**src/rtl/hfpd_pkg.sv**
```systemverilog
// Shared types and constants for the header-framed pair deframer.
// Used by hfpd_parser and header_framed_pair_deframer. No dependencies.
`timescale 1ns / 1ps

package hfpd_pkg;

  // Frame layout: two header bytes, then a fixed payload of two 32-bit words.
  localparam int PAYLOAD_LEN = 8;
  localparam int CNT_W       = $clog2(PAYLOAD_LEN);
  localparam int STORE_W     = 8 * (PAYLOAD_LEN - 1);

  localparam logic [CNT_W-1:0] LAST_CNT = CNT_W'(PAYLOAD_LEN - 1);

  // Configuration register indexes.
  localparam logic [1:0] REG_HEADER_FIRST  = 2'd0;
  localparam logic [1:0] REG_HEADER_SECOND = 2'd1;
  localparam logic [1:0] REG_ACCEPT_LIMIT  = 2'd2;

  localparam logic [30:0] ACCEPT_LIMIT_RESET = 31'd90;

  // Parser phases.
  typedef enum logic [1:0] {
    PHASE_IDLE = 2'd0,
    PHASE_HDR1 = 2'd1,
    PHASE_DATA = 2'd2
  } phase_t;

  // What the parser reports for the byte at its input.
  typedef struct packed {
    logic               done;
    logic signed [31:0] angle;
    logic signed [31:0] offset;
  } frame_t;

endpackage

```
**src/rtl/hfpd_parser.sv**
```systemverilog
// Frame parser: header match state machine and payload byte collector.
// Depends on hfpd_pkg.
`timescale 1ns / 1ps

module hfpd_parser (
  input  logic             clk,
  input  logic             rst,
  input  logic             beat,
  input  logic [7:0]       rx_byte,
  input  logic [7:0]       header_first,
  input  logic [7:0]       header_second,
  output hfpd_pkg::frame_t frame
);

  hfpd_pkg::phase_t               phase;
  hfpd_pkg::phase_t               phase_next;
  logic [hfpd_pkg::CNT_W-1:0]     count;
  logic [hfpd_pkg::CNT_W-1:0]     count_next;
  logic [hfpd_pkg::STORE_W-1:0]   payload;
  logic                           shift_in;
  logic [hfpd_pkg::STORE_W+7:0]   all_bytes;

  // Next phase and payload count for the byte at the input.
  always_comb begin
    phase_next = phase;
    count_next = count;
    shift_in   = 1'b0;
    unique case (phase)
      hfpd_pkg::PHASE_IDLE: begin
        if (rx_byte == header_first) begin
          phase_next = hfpd_pkg::PHASE_HDR1;
        end
      end
      hfpd_pkg::PHASE_HDR1: begin
        // A wrong second header drops back to idle without a retest.
        if (rx_byte == header_second) begin
          phase_next = hfpd_pkg::PHASE_DATA;
          count_next = '0;
        end else begin
          phase_next = hfpd_pkg::PHASE_IDLE;
        end
      end
      hfpd_pkg::PHASE_DATA: begin
        if (count == hfpd_pkg::LAST_CNT) begin
          phase_next = hfpd_pkg::PHASE_IDLE;
          count_next = '0;
        end else begin
          shift_in   = 1'b1;
          count_next = count + 1'b1;
        end
      end
      default: begin
        phase_next = hfpd_pkg::PHASE_IDLE;
      end
    endcase
  end

  // The last payload byte completes the frame; earlier bytes sit in the store,
  // shifted down so that the first byte ends up in the low bits.
  assign all_bytes = {rx_byte, payload};

  always_comb begin
    frame.done   = (phase == hfpd_pkg::PHASE_DATA) && (count == hfpd_pkg::LAST_CNT);
    frame.angle  = $signed(all_bytes[31:0]);
    frame.offset = $signed(all_bytes[63:32]);
  end

  // Control state.
  always_ff @(posedge clk) begin
    if (rst) begin
      phase <= hfpd_pkg::PHASE_IDLE;
      count <= '0;
    end else if (beat) begin
      phase <= phase_next;
      count <= count_next;
    end
  end

  // Payload store.
  always_ff @(posedge clk) begin
    if (beat && shift_in) begin
      payload <= {rx_byte, payload[hfpd_pkg::STORE_W-1:8]};
    end
  end

endmodule

```
**src/rtl/hfpd_filter.sv**
```systemverilog
// Range filter for the angle and offset words, with last-accepted hold registers.
// Does not use hfpd_pkg; standalone logic.
`timescale 1ns / 1ps

module hfpd_filter (
  input  logic               clk,
  input  logic               rst,
  input  logic               commit,
  input  logic [30:0]        accept_limit,
  input  logic signed [31:0] angle_raw,
  input  logic signed [31:0] offset_raw,
  output logic signed [31:0] angle_out,
  output logic signed [31:0] offset_out,
  output logic               angle_held,
  output logic               offset_held
);

  logic signed [31:0] last_angle;
  logic signed [31:0] last_offset;
  logic signed [32:0] pos_lim;
  logic signed [32:0] neg_lim;
  logic signed [32:0] angle_ext;
  logic signed [32:0] offset_ext;
  logic               angle_pass;
  logic               offset_pass;

  // Strict window test in 33 bits so every limit and every value is exact.
  always_comb begin
    pos_lim     = $signed({2'b00, accept_limit});
    neg_lim     = -pos_lim;
    angle_ext   = $signed({angle_raw[31], angle_raw});
    offset_ext  = $signed({offset_raw[31], offset_raw});
    angle_pass  = (angle_ext < pos_lim) && (angle_ext > neg_lim);
    offset_pass = (offset_ext < pos_lim) && (offset_ext > neg_lim);
  end

  // A failing value is replaced by the last one that passed.
  always_comb begin
    angle_out   = angle_pass ? angle_raw : last_angle;
    offset_out  = offset_pass ? offset_raw : last_offset;
    angle_held  = !angle_pass;
    offset_held = !offset_pass;
  end

  always_ff @(posedge clk) begin
    if (rst) begin
      last_angle  <= '0;
      last_offset <= '0;
    end else if (commit) begin
      if (angle_pass) begin
        last_angle <= angle_raw;
      end
      if (offset_pass) begin
        last_offset <= offset_raw;
      end
    end
  end

endmodule

```
**src/rtl/header_framed_pair_deframer.sv**
```systemverilog
// Header-framed pair deframer, one result per frame; uses hfpd_pkg, hfpd_parser, hfpd_filter.
// A frame's last byte shows as a result in the cycle after its beat is taken.
// Throughput: one byte per cycle; the input register drains while a result waits.
// Only the final payload byte of a frame needs the result register to be free.
// Reset (rst, synchronous) returns the parser to idle, clears the held values to zero
// and loads the register defaults: both headers 0, limit 90.
`timescale 1ns / 1ps

module header_framed_pair_deframer (
  input  logic               clk,
  input  logic               rst,
  input  logic               cfg_valid,
  output logic               cfg_ready,
  input  logic [1:0]         cfg_index,
  input  logic [31:0]        cfg_data,
  input  logic               rx_valid,
  output logic               rx_ready,
  input  logic [7:0]         rx_byte,
  output logic               res_valid,
  input  logic               res_ready,
  output logic signed [31:0] angle_raw,
  output logic signed [31:0] offset_raw,
  output logic signed [31:0] angle_out,
  output logic signed [31:0] offset_out,
  output logic               angle_held,
  output logic               offset_held
);

  logic [7:0]         header_first;
  logic [7:0]         header_second;
  logic [30:0]        accept_limit;
  logic               s1_valid;
  logic [7:0]         s1_byte;
  logic               out_free;
  logic               s1_advance;
  logic               commit;
  hfpd_pkg::frame_t   frame;
  logic signed [31:0] flt_angle;
  logic signed [31:0] flt_offset;
  logic               flt_angle_held;
  logic               flt_offset_held;

  // Configuration registers; writes are always taken.
  assign cfg_ready = 1'b1;

  always_ff @(posedge clk) begin
    if (rst) begin
      header_first  <= '0;
      header_second <= '0;
      accept_limit  <= hfpd_pkg::ACCEPT_LIMIT_RESET;
    end else if (cfg_valid) begin
      unique case (cfg_index)
        hfpd_pkg::REG_HEADER_FIRST:  header_first  <= cfg_data[7:0];
        hfpd_pkg::REG_HEADER_SECOND: header_second <= cfg_data[7:0];
        hfpd_pkg::REG_ACCEPT_LIMIT:  accept_limit  <= cfg_data[30:0];
        default: begin
        end
      endcase
    end
  end

  // Handshake: a byte leaves the input register unless it completes a frame
  // while the result register is still occupied.
  assign out_free   = !res_valid || res_ready;
  assign s1_advance = s1_valid && (!frame.done || out_free);
  assign commit     = s1_advance && frame.done;
  assign rx_ready   = !s1_valid || s1_advance;

  // Input register.
  always_ff @(posedge clk) begin
    if (rst) begin
      s1_valid <= 1'b0;
    end else if (rx_ready) begin
      s1_valid <= rx_valid;
    end
  end

  always_ff @(posedge clk) begin
    if (rx_valid && rx_ready) begin
      s1_byte <= rx_byte;
    end
  end

  hfpd_parser u_parser (
    .clk           (clk),
    .rst           (rst),
    .beat          (s1_advance),
    .rx_byte       (s1_byte),
    .header_first  (header_first),
    .header_second (header_second),
    .frame         (frame)
  );

  hfpd_filter u_filter (
    .clk          (clk),
    .rst          (rst),
    .commit       (commit),
    .accept_limit (accept_limit),
    .angle_raw    (frame.angle),
    .offset_raw   (frame.offset),
    .angle_out    (flt_angle),
    .offset_out   (flt_offset),
    .angle_held   (flt_angle_held),
    .offset_held  (flt_offset_held)
  );

  // Result register.
  always_ff @(posedge clk) begin
    if (rst) begin
      res_valid <= 1'b0;
    end else if (commit) begin
      res_valid <= 1'b1;
    end else if (res_ready) begin
      res_valid <= 1'b0;
    end
  end

  always_ff @(posedge clk) begin
    if (commit) begin
      angle_raw   <= frame.angle;
      offset_raw  <= frame.offset;
      angle_out   <= flt_angle;
      offset_out  <= flt_offset;
      angle_held  <= flt_angle_held;
      offset_held <= flt_offset_held;
    end
  end

`ifndef ASSERT_OFF
  // A result only appears the cycle after a completed frame is committed.
  assert property (@(posedge clk) disable iff (rst)
    $rose(res_valid) |-> $past(commit))
    else $error("result valid rose without a committed frame");

  // A frame is never committed over a result that has not been taken.
  assert property (@(posedge clk) disable iff (rst)
    commit |-> (!res_valid || res_ready))
    else $error("commit overwrote a pending result");

  // A new byte is only taken when the input register empties or moves on.
  assert property (@(posedge clk) disable iff (rst)
    (rx_valid && rx_ready) |-> (!s1_valid || s1_advance))
    else $error("input register overrun");

  // An unheld value must equal its raw value.
  assert property (@(posedge clk) disable iff (rst)
    (res_valid && !angle_held) |-> (angle_out == angle_raw))
    else $error("angle passed but differs from raw");

  assert property (@(posedge clk) disable iff (rst)
    (res_valid && !offset_held) |-> (offset_out == offset_raw))
    else $error("offset passed but differs from raw");
`endif

endmodule
```
**config.mk**
```make
export PLATFORM = sky130hd
export DESIGN_NAME = header_framed_pair_deframer
export DESIGN_NICKNAME = d
export VERILOG_FILES = /design/src/rtl/hfpd_pkg.sv /design/src/rtl/hfpd_parser.sv /design/src/rtl/hfpd_filter.sv /design/src/rtl/header_framed_pair_deframer.sv
export SDC_FILE = /design/constraint.sdc
export NUM_CORES = 1
export LEC_CHECK = 0
export BUFFER_PORTS_ARGS = -buffer_cell sky130_fd_sc_hd__buf_2
export CORE_ASPECT_RATIO = 1.1
export CORE_MARGIN = 2
export CORE_UTILIZATION = 40
export DETAILED_ROUTE_END_ITERATION = 8
export GPL_ROUTABILITY_DRIVEN = 0
export GPL_TIMING_DRIVEN = 0
export PLACE_DENSITY = 0.68
export SLEW_MARGIN = 40
export SYNTH_ARGS = -nofsm -noshare
export SYNTH_HDL_FRONTEND = slang
export SYNTH_SLANG_ARGS = --single-unit
export TNS_END_PERCENT = 30
```
**constraint.sdc**
```tcl
create_clock -name clk -period 13.2 [get_ports clk]
set_clock_uncertainty 0.15 [all_clocks]
set_input_delay 3.96 -clock clk [delete_from_list [all_inputs] [get_ports clk]]
set_output_delay 3.96 -clock clk [all_outputs]
set_load 0.01 [all_outputs]
```
==> results_dict.tcl <==
set metrics [dict create \
    status "complete, no violations" \
    total_via_count_after_detailed_routing 10500 \
    timing.hold.ws_ps 315 \
    timing.final.setup_violations 0 \
    crit_required_ps 9090 \
    clk-insertion-delay-late_ps 580 \
    crit_path_cell_trace "buf_2 > nand2b_1 > nor2_1 > nand3_1 > buf_2" \
    die_width_um 190 \
    cts_max_level 1 \
    core_area_um2 37900 \
    syn_area_per_cell_um2 12.1 \
    max_slew_margin 0.508 \
    drv_cap 0 \
    synthCells 1261 \
    post-place-cells 1940 \
    grt_pass1_wl_um 59100 \
    floorplan.die_area_um2 39700 \
    power_per_cell_area_nw_per_um2 116 \
    period_share 0.675 \
    synth.ff_latch_count 312 \
    synth-warning-count 0 \
    path_common_cell "sky130_fd_sc_hd__buf_2" \
    tritoncts_num_sinks 312 \
    transition_time_at_the_pin_with_the_least_slew_margin_ps 732 \
    yosys-top-cells-area "sky130_fd_sc_hd__edfxtp_1, sky130_fd_sc_hd__dfxtp_1, sky130_fd_sc_hd__ha_1" \
    final_max_slew_viol_count 0 \
    area.sequential_um2 8190 \
    cts_repair_resize_count 0 \
    timing.hold.worst.class "reg -> reg" \
    netlist-cell-type-count 70 \
    synth_top_flop_cell "sky130_fd_sc_hd__edfxtp_1" \
    synth-edff-count 194 \
    clock-root-buffer "sky130_fd_sc_hd__clkbuf_16" \
    layout_cells_sized_above_1 0.217 \
    seq_area_frac_synth 0.537 \
    nFillCells 3425 \
    grt_max_degree 74 \
    max_freq_ghz 0.112 \
    groute.usage.overall 0.193 \
    worst_setup_hold_path_clk_slew_ps 60 \
    share_of_synthesized_flip_flops_with_an_asynchronous_set_or_reset 0 \
    drt_pass1_iterations 5 \
    hpwlAfterDp_um 29200 \
    cp_data_arrival_time_ps 4800 \
    cts-root-to-sink-buffers 3 \
    path_max_fanout 4 \
    area_of_the_multi_input_gates_um2 6670 \
    vias_per_cell 5.24 \
    synthesis.area_um2 15300 \
    p_leak_uw 0.00697 \
    pin_count 180 \
    tritoncts "yes" \
    rsz0062_at_grt "false" \
    timing.critical_path.to_type "output port" \
    start_util 0.402 \
    rows 75 \
    holdBufCountCts 0 \
    synthesis.nets 1433 \
    cp-start-kind "primary input" \
    yosys.area.top_type "sky130_fd_sc_hd__edfxtp_1" \
    route.detailed.wl_per_inst_um 19.2 \
    first_global_vias 10500 \
    critPathSlowestCell "sky130_fd_sc_hd__nor2_1" \
    area_delta_synth_final_pct 17.3 \
    num-nets-final 1645 \
    cts.repair_timing.setup_buffer_count 0 \
    critPathMaxStageDelay_ps 250 \
    drt.antenna.violating_nets 0 \
    port_buffers 176 \
    wirelength_um 38400 \
    die_height_um 209 \
    final-instance-count-excl-fill 1999 \
    worst-setup-path-type "in -> out" \
    number_of_drc_violations_after_detailed_routing_iteration_0 829 \
    antenna_violations_before_repair 2 \
    timing.final.crit_period_ps 8910 \
    timing.final.hold_violations 0 \
    cts_bufs_inserted 31 \
    global_route.overflow_total 0 \
    ir_worst_vdd_mv 0.111 \
    detail_route.drc_violations 0 \
    netlist.area_leader.share 0.382 \
    total_negative_setup_slacks_ps 0 \
]
-- final timing paths --
path | cells after the start | slack (ps) | end | startpoint
max | 5 | 4290 | rx_ready | res_ready
min | 2 | 310 | accept_limit[19] | accept_limit[19]
max reg2reg | 18 | 7240 | offset_out[3] | accept_limit[1]
min reg2reg | 2 | 310 | accept_limit[19] | accept_limit[19]
-- cell type report --
type,instances,share of cell area
flip-flops and latches,312,0.457
multi-input cells,861,0.373
repair buffers,179,0.0524
clock buffers,37,0.0452
well taps,500,0.0350
plain buffers,48,0.0148
clock inverters,21,0.0135
inverters,40,0.00881
diodes,1,0.000140
-- where the power goes --
| part | switching (uW) | internal [uW] | total [uW] |
|---|---|---|---|
| Sequential | 14.7 | 1030 | 1050 |
| Clock | 374 | 535 | 909 |
| Combinational | 65.7 | 53.6 | 119 |
-- critical path, delay by kind of cell --
family | cells | cell delay (ps)
AND/OR/NAND/NOR | 3 | 580
buffers and inverters | 2 | 260
-- synth_stat cells (all sizes together) (3+ instances only) --
cell     count
edfxtp     194
nand2b     132
ha         125
dfxtp      118
nand2       90
mux2i       79
a21oi       73
nor2        63
mux2        62
inv         40
xnor2       38
clkbuf      30
nand3       22
o21ai       22
nand4       21
buf         18
a21o        17
nor4        16
nor3        14
a211o        6
xor2         6
and3         5
o2111ai      5
o211ai       5
o31ai        4
or4          4
a22oi        3
a31oi        3
nor2b        3
o21a         3
or2          3
-- metal layers --
metal	part of all wire	wire length, um	track usage	vias up
li1	-	-	-	5020
met1	0.43	16500	0.252	5041
met2	0.47	18100	0.321	338
met3	0.068	2630	0.0339	67
met4	0.031	1200	0.0674	2
met5	0.00034	13	0	-
-- placed cells by master (no fill, tap or decap), drive strengths merged, types with 3 or more instances in the layout --
cell     netlist  layout
inv           40      43
ha           125     125
nor3          14      14
mux2i         79      79
a31oi          3       3
o21a           3       3
clkinv         0      11
or2            3       3
xnor2         38      38
clkbuf        30      67
nand3         22      22
dfxtp        118     118
o31ai          4       4
nor2b          3       3
nor4          16      16
nand2         90      90
buf           18     197
a211o          6       6
xor2           6       6
nor2          63      63
nand4         21      21
or4            4       4
o2111ai        5       5
o211ai         5       5
nand2b       132     132
bufinv         0       5
a21o          17      17
a22oi          3       3
and3           5       5
a21oi         73      73
edfxtp       194     194
o21ai         22      22
mux2          62      62
-- through the flow --
| step | cell area, um^2 | setup WS, ps | utilization | power, uW |
|---|---|---|---|---|
| after detailed placement | 16800 | 4340 | 0.444 | 1190 |
| after floorplan | 15300 | 4630 | - | 1150 |
| after global routing | 17900 | 4220 | 0.472 | 2150 |
| final | 17900 | 4290 | 0.472 | 2080 |
| after CTS | 17900 | 4340 | 0.472 | 2100 |
| after global placement | 16800 | 3180 | 0.442 | 1180 |
-- sequential cells by signal, summed over array words and instances (netlist names), 3 cells and up --
name and cells:
s1_byte 8, u_parser.count 3, header_second 8, offset_raw 32
u_filter.last_offset 32, angle_out 32, accept_limit 31, header_first 8
u_filter.last_angle 32, u_parser.payload 56, offset_out 32, angle_raw 32
-- cell families after synthesis --
| kind of cell | count (synthesis) | synth area share |
|---|---|---|
| AND/OR/NAND/NOR | 387 | 0.135 |
| flip-flops | 312 | 0.537 |
| AO/OA/AOI/OAI | 163 | 0.0687 |
| multiplexers | 141 | 0.105 |
| adder cells (fa/ha/maj) | 125 | 0.103 |
| buffers and inverters | 88 | 0.0272 |
| XOR/XNOR | 44 | 0.0253 |
| other | 1 | 0.000246 |
No activity file was read; power rests on OpenSTA's default activity.
